<file path="src/hw/rtl/f2sf_pkg.sv">
// Package with shared constants and types for the float to split fixed encoder.
`timescale 1ns / 1ps
package f2sf_pkg;
   localparam int FLOAT_W    = 32;
   localparam int HIGH_W     = 16;
   localparam int LOW_W      = 15;
   localparam int HIGH_MAG_W = 14;
   localparam int MAG_W      = 29;
   localparam int SIG_W      = 24;
   localparam logic [7:0] EXP_SPECIAL = 8'hff;
   localparam logic [7:0] EXP_ZERO    = 8'h00;
   // Exponent at which the significand lands unshifted in 1/512 units (150 - 9).
   localparam logic [7:0] EXP_ALIGN   = 8'd141;

   typedef struct packed {
      logic [HIGH_W-1:0] high_word;
      logic [LOW_W-1:0]  low_word;
   } result_type;
endpackage

</file>
<file path="src/hw/rtl/float_to_split_fixed_encoder.sv">
// Top level of the float to split sign-magnitude fixed-point encoder.
`timescale 1ns / 1ps
// One word is taken per clock: each accepted float pattern is registered,
// converted by shift and mask logic, and its result is shown on the rsp_
// ports for exactly one cycle. rsp_valid follows start through the input
// register and then the result register; busy is never asserted, so a new
// word may start in every cycle. The receiver cannot stall: every rsp_valid
// cycle carries a word that must be taken then. Magnitudes truncate toward
// zero in 1/512 units and wrap modulo 2^29; infinity, NaN, zero and
// subnormals give zero magnitude fields while the sign bit is always passed
// through.
module float_to_split_fixed_encoder import f2sf_pkg::*; (
   input  logic               clock,
   input  logic               reset,
   input  logic               start,
   output logic               busy,
   input  logic [FLOAT_W-1:0] req_float_bits,
   output logic               rsp_valid,
   output logic [HIGH_W-1:0]  rsp_high_word,
   output logic [LOW_W-1:0]   rsp_low_word
);
   logic               in_valid_ff;
   logic [FLOAT_W-1:0] in_bits_ff;
   logic               out_valid_ff;
   result_type         out_ff;
   result_type         out_in;

   assign busy = 1'b0;

   f2sf_convert u_convert (
      .float_bits(in_bits_ff),
      .result    (out_in)
   );

   always_ff @(posedge clock) begin
      if (reset) begin
         in_valid_ff  <= 1'b0;
         out_valid_ff <= 1'b0;
      end else begin
         in_valid_ff  <= start;
         out_valid_ff <= in_valid_ff;
      end
   end

   always_ff @(posedge clock) begin
      in_bits_ff <= req_float_bits;
      out_ff     <= out_in;
   end

   assign rsp_valid     = out_valid_ff;
   assign rsp_high_word = out_ff.high_word;
   assign rsp_low_word  = out_ff.low_word;
endmodule

</file>
<file path="src/hw/rtl/f2sf_convert.sv">
// Combinational conversion of one float bit pattern into the split fixed-point words.
`timescale 1ns / 1ps
module f2sf_convert import f2sf_pkg::*; (
   input  logic [FLOAT_W-1:0] float_bits,
   output result_type         result
);
   logic [7:0]       expo;
   logic [SIG_W-1:0] sig;
   logic [7:0]       left_amt;
   logic [7:0]       right_amt;
   logic [MAG_W-1:0] left_val;
   logic [SIG_W-1:0] right_val;
   logic [MAG_W-1:0] mag;

   assign expo      = float_bits[30:23];
   assign sig       = {1'b1, float_bits[22:0]};
   assign left_amt  = expo - EXP_ALIGN;
   assign right_amt = EXP_ALIGN - expo;
   assign left_val  = {{(MAG_W-SIG_W){1'b0}}, sig} << left_amt[4:0];
   assign right_val = sig >> right_amt[4:0];

   always_comb begin
      if (expo == EXP_SPECIAL || expo == EXP_ZERO) begin
         mag = '0;
      end else if (expo >= EXP_ALIGN) begin
         // Shifts of the full field width or more leave nothing in range.
         mag = (left_amt >= 8'(MAG_W)) ? '0 : left_val;
      end else begin
         mag = (right_amt >= 8'(SIG_W)) ? '0 : {{(MAG_W-SIG_W){1'b0}}, right_val};
      end
   end

   assign result.high_word = {1'b1, float_bits[31], mag[MAG_W-1:LOW_W]};
   assign result.low_word  = mag[LOW_W-1:0];
endmodule

</file>
<file path="config.mk">
export PLATFORM = sky130hd
export DESIGN_NAME = float_to_split_fixed_encoder
export DESIGN_NICKNAME = d
export VERILOG_FILES = /design/src/hw/rtl/f2sf_pkg.sv /design/src/hw/rtl/float_to_split_fixed_encoder.sv /design/src/hw/rtl/f2sf_convert.sv
export SDC_FILE = /design/constraint.sdc
export NUM_CORES = 1
export LEC_CHECK = 0
export BUFFER_PORTS_ARGS = -buffer_cell sky130_fd_sc_hd__buf_2
export CAP_MARGIN = 20
export CORE_MARGIN = 5
export CORE_UTILIZATION = 36
export DETAILED_ROUTE_END_ITERATION = 16
export HOLD_SLACK_MARGIN = 0.05
export PLACE_DENSITY = 0.64
export SLEW_MARGIN = 20
export SYNTH_ARGS = -nofsm -noshare
export SYNTH_HDL_FRONTEND = slang
export SYNTH_HIERARCHICAL = 1
export SYNTH_SLANG_ARGS = --single-unit
</file>
<file path="constraint.sdc">
create_clock -name clock -period 3.43 [get_ports clock]
set_clock_uncertainty 0.05 [all_clocks]
set_input_delay 0.1715 -clock clock [delete_from_list [all_inputs] [get_ports clock]]
set_output_delay 0.1715 -clock clock [all_outputs]
set_load 0.01 [all_outputs]
</file>
# == After elaboration in Yosys (flattened, before gate mapping) ==
# Cells that the tools add are included.
# totals
wordCells,19
regBits,64
# op_classes
n_reduce_logical,2
n_eq_ne,1
addsub,2
shifts,2
n_mux,3
magnitude_cmp,3
# op_table
operator,count
2-to-1 mux 29 bit,2
left shift 24 x 5 -> 29 bit,1
2-to-1 mux 24 bit,1
>> shifter 24 x 5 -> 24 bit,1
>= comparator 8 x 5 -> 1 bit (second input constant),2
equality test 8 bit (second input constant),1
>= comparator 8 bit (second input constant),1
logical NOT 8 bit,1
subtractor 8 bit (first input constant),1
subtractor 8 bit (second input constant),1
logical OR 1 bit,1

# == Logic depth before layout (Yosys ltp) ==
# Gate-level depths: netlist of run 1.
# logic_depth
ltp_word,4
depth_mapped,13
ltp_nobuf,7

# == By module ==
# Netlist of run 1, hierarchy kept.
# modules_own_cells
module,area_per_inst_um2,cells_each,instances
f2sf_convert,3335.7,404,1
float_to_split_fixed_encoder,1325.0,69,1

# == Least setup slack after synthesis of run 1 ==
# OpenSTA, ideal clock, no wires.
# synth_path
kind,register to register
from,register in_bits_ff[23]
to,register out_ff (netlist bit rsp_high_word[10])
stages_incl_launch_ff,11
path_slack_ps,341
t_arrival_ps,2935
period_less_slack_ps,3089
cell_sequence,dfxtp_1 -> clkbuf_2 -> clkinv_1 -> buf_2 -> buf_1 -> ha_1 -> xor2_4 -> mux4_1 -> nor2_1 -> a211oi_1 -> a2111oi_2
# synth_between
elab_chain_cells,4
elab_cells_between_ends,9
classes_between,add/sub (1); order compare (2); eq/ne (1); shift (1); mux (2); reduce/logical (2)
# synth_rtl
item,line_no,rtl
start: declaration,float_to_split_fixed_encoder.sv:23,logic [FLOAT_W-1:0] in_bits_ff;
start signal: assignment,float_to_split_fixed_encoder.sv:46,in_bits_ff <= req_float_bits;
subtractor 8 bit,f2sf_convert.sv:17,assign left_amt = expo - EXP_ALIGN;
>= comparator 8 x 5 -> 1 bit or left shift 24 x 5 -> 29 bit (tied branches),"f2sf_convert.sv:27, f2sf_convert.sv:19",
2-to-1 mux 29 bit,f2sf_convert.sv:27,mag = (left_amt >= 8'(MAG_W)) ? '0 : left_val;
2-to-1 mux 29 bit,f2sf_convert.sv:25,end else if (expo >= EXP_ALIGN) begin
end signal: assignment,float_to_split_fixed_encoder.sv:47,out_ff <= out_in;
end: declaration,float_to_split_fixed_encoder.sv:25,result_type out_ff;
# Several ways; a longest one is shown, not always the timed one.
# A chain may end at the register's enable or synchronous reset.

# == Worst setup path after layout of run 1 ==
# layout_path
from,register in_bits_ff[25]
to,register out_ff (netlist bit rsp_high_word[3])
# layout_between
elab_chain_cells,4
elab_cells_between_ends,13
classes_between,add/sub (2); order compare (3); eq/ne (1); shift (2); mux (3); reduce/logical (2)
# layout_rtl
item,line_no,rtl
subtractor 8 bit (on tied branches),"f2sf_convert.sv:18, f2sf_convert.sv:17",
>= comparator 8 x 5 -> 1 bit (tied with other cells),f2sf_convert.sv:29,"mag = (right_amt >= 8'(SIG_W)) ? '0 : {{(MAG_W-SIG_W){1'b0}}, right_val};"
2-to-1 mux 24 bit or 2-to-1 mux 29 bit (tied branches),"f2sf_convert.sv:29, f2sf_convert.sv:27",
2-to-1 mux 29 bit,f2sf_convert.sv:25,
# Several ways; a longest one is shown, not always the timed one.

==> impl_results.md, run 1 <==
* Detail Placement HPWL at 11300 um
* RSZ-0062 raised after global routing: false
* Routed vias/inst at 5.64
* Run status: finished, final reports clean
* Warning count from the yosys run at 6
* Max_slew headroom at 0.372
* Core area at 12700 um2
* Area Overhead vs Synth at 22.5%
* Postcts setup bufs at 0
* Multiplexer share of the synthesized area at 0.320
* Leakage at 0.00238 uW
* GPL Wtd Cong at 0.908
* Sequential area share after synthesis at 0.279
* CTS Buf Count at 9
* Syn Nets at 515
* Chip Height at 124 um
* Root Buffer: clkbuf_16
* Crit path capture type: flip-flop
* Per-cell routed wire length at 20.3 um
* CTS sink count at 65
* DR DRC count at 0
* Max FO, Critical Path at 14
* Row count at 41
* Post-synth design cell area at 4660 um2
* Total Neg Setup Slack at 0 ns
* Critical Path RT at 3.62 ns
* Post-route ant nets at 0
* CP Data Arrival Time at 3.07 ns
* Syn_area_per_cell at 9.85 um2
* Final Setup Violations at 0
* X dimension of the die at 124 um
* Share of the synthesized area in the top cell type at 0.279
* Clock Pin Slew Worst Setup and Hold Paths at 0.05 ns
* GRT Overall Usage at 0.201
* Worst-Margin Slew at 0.935 ns
* Total power at 2530 uW
* Total number of vias at 4154
* Final core utilization at 0.451
* Top-count cell post-synth: dfxtp_1
* Largest net degree at the start of global routing at 52
* Hold Crit Class: reg2reg
* Vias in the first global route at 3862
* Final hold violations at 0
* Starting density of the core at 0.368
* Htree depth at 3
* Post-Synth Simple-Gate Area at 0.133
* Area of the die at 15300 um2
* Cells after Synth at 473
* Main synth FF type: dfxtp_1
* Pwr dens at 443 nW/um2
* N_diodes at 0
* Iter 0 DRT Violations at 337
* DRT Pass-1 Iters at 5
* Distinct cells, synth at 65
* Synth area leaders: dfxtp_1 (28%), mux2i_1 (12%), mux2_2 (9.9%), mux4_2 (8.2%), nand2_1 (3.4%)
* CTS tree: yes
* Resize count post-CTS at 0
* Critical Path Source Type: flip-flop
* Post-synthesis xor/xnor area fraction at 0.0268
* Commonest cells in the netlist: dfxtp_1 (65), mux2i_1 (54), nand2_1 (42), mux2_2 (41), nor2_1 (28)
* Non-filler cells, final at 736
* Synthesized flop and latch total at 65
* Complex-gate fraction of the synthesized area at 0.149
* WL final at 14900 um
* Antenna violations before repair at 0
* Synth area leader: dfxtp_1
* Nets@finish at 602
* GR Overflow Total at 0
* Post-synthesis async set-or-reset flop share at 0
* Worst-Skew Late Latency at 0.35 ns
* Minimum clock period after layout at 2.88 ns
* Adder-Cell Fraction of Synth Area at 0.0209
* Crit Path Class: reg2reg
* Final Max Tran Viols at 0
* Fmax at 348 MHz
* Clk buf depth at 2
* Top-level I/O count at 68
* Fraction of layout cells with a size suffix above 1 at 0.303
* Peak supply drop at 0.330 mV
* Final worst path period share at 0.839
* Number of buffers added on ports at 66
* Main combinational cell family by area after synthesis: multiplexers
* Post-synth EDFFs at 0
* Placed Cells at 687
* First-pass GRT wire length at 22600 um
* Max-Cap Viols at 0
[logic make-up after synthesis]
group	Yosys count
compound gates	96
flops	65
mux	116
buf+inv	53
other cells	2
simple gates	123
xor+xnor	10
fa+ha+maj	8
[worst paths after layout]
path / start / to / slack (ns) / cells after the start
setup reg to reg: in_bits_ff[25] / rsp_high_word[3] / 0.55 / 5
setup / recovery: in_bits_ff[25] / rsp_high_word[3] / 0.55 / 5
hold reg to reg: in_bits_ff[31] / rsp_high_word[14] / 0.28 / 0
hold / removal: in_bits_ff[31] / rsp_high_word[14] / 0.28 / 0
[layout by cell type, fill, tap and decap left out, types with 3 or more instances in the layout]
cell	instances
mux4_1	4
nor3_1	10
nand2b_1	5
nand4_1	4
a21oi_1	11
clkbuf_16	9
buf_4	16
buf_2	66
nor2_1	28
or3_1	3
o221ai_1	7
o32ai_1	4
xnor2_1	5
nand3b_1	3
nor4_1	3
nand3_1	12
o211ai_1	9
o22ai_1	10
o21ai_0	14
mux4_2	17
inv_1	9
a221oi_1	6
a211oi_1	10
nand2_1	42
nor2b_1	3
mux2i_1	54
mux2_2	41
ha_1	7
dfxtp_1	64
dlygate4sd3_1	34
a31oi_1	5
[worst max-delay path, stage by stage (launching register included)]
cell and delay (ns):
dfxtp_1 0.70, ha_1 0.51, a21oi_1 0.16, xor2_2 0.58, nand3_1 0.40, o311ai_0 0.35
[state kept, by name, summed over array words and instances (netlist names)]
signal	count
in_bits_ff	32
in_valid_ff	1
rsp_low_word	15
rsp_high_word	16
rsp_valid	1
[what timing repair did]
action | 4_1_cts | 5_1_grt
endpoints found under the setup margin | 0 | 0
hold endpoints to repair | 34 | 0
hold buffers | 34 | 0
[layout make-up]
type,count,area [um2]
Sequential cell,65,1300
Fill cell,1226,6960
Multi-Input combinational cell,355,3040
Tap cell,172,215
Clock inverter,5,56.3
Clock buffer,10,239
Inverter,12,45.0
Timing Repair Buffer,117,811
[layer usage]
metal	GRT usage	part of all wire	vias to the layer above
met5	0	0	-
met2	0.294	0.44	203
met1	0.278	0.44	1948
met4	0.0913	0.035	0
li1	-	-	1965
met3	0.0477	0.081	38
[where the power goes]
group	internal, uW	total [uW]	leakage (uW)	switching, uW
registers	804	846	0.000541	42.2
logic	335	773	0.00170	438
clock network	575	909	0.000144	334
[through the flow]
step / area [um2] / hold WS, ns / setup WS, ns
5_1_grt: 5710 / 0.291 / 0.402
3_3_place_gp: 5070 / 0.224 / 0.691
3_5_place_dp: 5070 / 0.225 / 0.646
4_1_cts: 5710 / 0.286 / 0.625
2_1_floorplan: 4660 / 0.149 / 0.341
6_report: 5710 / 0.285 / 0.554
Power figures use the tool's default switching activity.
==> run 2, diff against run 1 <==
==> constraint.sdc (replaced) <==
create_clock -name clock -period 2.91 [get_ports clock]
set_clock_uncertainty 0.05 [all_clocks]
set_input_delay 0.1455 -clock clock [delete_from_list [all_inputs] [get_ports clock]]
set_output_delay 0.1455 -clock clock [all_outputs]
set_load 0.01 [all_outputs]
==> run 2 against run 1 <==
Register-to-register slack worse by 0.39 ns. Via count is 1.8% higher. Largest power group unchanged. Global-route usage grew 0.054 points.
==> impl_results.md, run 2 (synthesis gave the netlist of run 1 again) <==
* Run status: finished, final reports clean
* Total Neg Setup Slack at 0 ns (unchanged)
* Antenna violations before repair at 0 (unchanged)
* Non-filler cells, final at 747 (+1.5%)
* Hold Crit Class: reg2reg
* Area of the die at 15300 um2 (unchanged)
* Clock Pin Slew Worst Setup and Hold Paths at 0.06 ns (about the same)
* Fraction of layout cells with a size suffix above 1 at 0.320 (+0.0168)
* GPL Wtd Cong at 0.988 (+8.8%)
* Starting density of the core at 0.368 (unchanged)
* GR Overflow Total at 0 (unchanged)
* Worst-Skew Late Latency at 0.35 ns (about the same)
* CTS tree: yes
* Critical Path RT at 3.11 ns (-0.51 ns)
* Multi-input combinational cell area at 3050 um2 (+0.21%)
* Clk buf depth at 2 (unchanged)
* Placed Cells at 697 (+1.5%)
* Met2 GRT Util at 0.309 (+0.0152)
* Seq. cell area at 1300 um2 (unchanged)
* Minimum clock period after layout at 2.75 ns (-0.131 ns)
* Max FO, Critical Path at 18 (+4)
* Crit path capture type: flip-flop
* Commonest non-fill, non-tap cell in the layout: buf_2
* Detail Placement HPWL at 11500 um (+1.8%)
* Postcts setup bufs at 0 (unchanged)
* CTS sink count at 65 (unchanged)
* Leakage at 0.00244 uW (+2.5%)
* Max_slew headroom at 0.415 (+0.0423)
* Core area at 12700 um2 (unchanged)
* DR DRC count at 0 (unchanged)
* First-pass GRT wire length at 22900 um (+1.1%)
* Number of buffers added on ports at 66 (unchanged)
* GRT Overall Usage at 0.201 (+0.000537)
* Fmax at 364 MHz (+4.8%)
* Pwr dens at 544 nW/um2 (+23%)
* Per-cell routed wire length at 20.2 um (-0.30%)
* Chip Height at 124 um (unchanged)
* Total number of vias at 4228 (+1.8%)
* Net Switching at 981 uW (+21%)
* Nets@finish at 612 (+1.7%)
* X dimension of the die at 124 um (unchanged)
* Critical Path Source Type: flip-flop
* Post-route ant nets at 0 (unchanged)
* Flop pwr share at 0.315 (-0.020)
* Total power at 3170 uW (+25%)
* N_diodes at 0 (unchanged)
* Vias in the first global route at 3960 (+2.5%)
* Routed vias/inst at 5.66 (+0.28%)
* Worst reg2reg path startpoint: in_bits_ff[23]
* Final Setup Violations at 0 (unchanged)
* Iter 0 DRT Violations at 476 (+41%)
* Logic gate share of total power at 0.292 (-0.014)
* Met3 Usage GRT at 0.0377 (-0.00999)
* P_int at 2190 uW (+28%)
* Root Buffer: clkbuf_16
* Final hold violations at 0 (unchanged)
* RSZ-0062 raised after global routing: false
* Post-Layout Inst Area at 5830 um2 (+2.1%)
* Sw Ratio at 0.310 (-0.0125)
* Fillers at 1229 (+0.24%)
* Htree depth at 3 (unchanged)
* Post-Place Cell Area at 5140 um2 (+1.3%)
* Setup ws final at 0.164 ns (-0.389 ns)
* Worst hold path startpoint: in_bits_ff[31]
* Peak supply drop at 0.350 mV (+6.3%)
* Row count at 41 (unchanged)
* Final Max Tran Viols at 0 (unchanged)
* Clk pwr share at 0.393 (+0.033)
* Most frequent cells in the layout: buf_2 (66), dfxtp_1 (64), mux2i_1 (54)
* Final worst path period share at 0.944 (+0.105)
* Global routing's busiest layer: met2
* Top-level I/O count at 68 (unchanged)
* CP Data Arrival Time at 2.95 ns (-0.12 ns)
* Max-Cap Viols at 0 (unchanged)
* WL final at 15100 um (+1.2%)
* Crit Path Class: reg2reg
* Largest register FFs at 32 (unchanged)
* Worst setup path start: in_bits_ff[23]
* DRT Pass-1 Iters at 5 (unchanged)
* Area Overhead vs Synth at 25.0%
* Top reg by flops: in_bits_ff
* Largest net degree at the start of global routing at 49 (-5.8%)
* GRT met1 Usage at 0.280 (+0.00182)
* Place WS at 0.220 ns (-0.425 ns)
* CTS Buf Count at 9 (unchanged)
* Worst-Margin Slew at 0.872 ns (-0.0630 ns)
run 2: cell count changes in the layout (fill, tap and decap cells not counted), sizes merged:
cell      before  now
buf           83   93
clkbuf        10    9
bufinv         1    3
clkinv         4    3
clkinvlp       1    2
run 2: power groups by stage:
stage / clock [uW] / combinational, uW / sequential (uW)
2_1_floorplan: 0 / 610 / 1010
3_3_place_gp: 0 / 865 / 1010
3_5_place_dp: 0 / 864 / 1020
4_1_cts: 1270 / 904 / 997
5_1_grt: 1310 / 979 / 1000
6_report: 1250 / 925 / 998
run 2: final timing paths:
check,slack (ns),cells after the start,end
max reg2reg,0.16,8,rsp_high_word[2]
min,0.28,0,rsp_high_word[14]
min reg2reg,0.28,0,rsp_high_word[14]
max,0.16,8,rsp_high_word[2]
run 2: repair_timing:
item / in CTS / in global routing
hold buffers: 34 / 0
resized for setup: 0 / 1
setup endpoints to repair: 0 / 2
endpoints found under the hold margin: 34 / 0
run 2: cell type report:
type	instances	area share
inverter	12	0.00773
tap	172	0.0369
multi-input combinational	355	0.523
sequential	65	0.223
clock inverter	7	0.0204
clock buffer	9	0.0386
timing repair buffer	127	0.150
run 2: worst max-delay path, cell delays in order (launching register included):
cell	delay, ns
dfxtp_2	0.37
clkinv_1	0.11
ha_2	0.64
buf_4	0.27
mux2i_1	0.13
mux2_2	0.31
mux2_2	0.31
mux2_2	0.27
o221ai_1	0.20
run 2: stage by stage:
step	hold WS, ns	util
3_3_place_gp	0.197	0.406
4_1_cts	0.279	0.460
5_1_grt	0.298	0.460
3_5_place_dp	0.199	0.406
6_report	0.275	0.460
2_1_floorplan	0.123	-
run 2: per-layer routing:
layer | part of all wire | wire length [um]
met5 | 0 | 0
met4 | 0.024 | 357
met3 | 0.075 | 1130
met2 | 0.45 | 6870
met1 | 0.45 | 6760
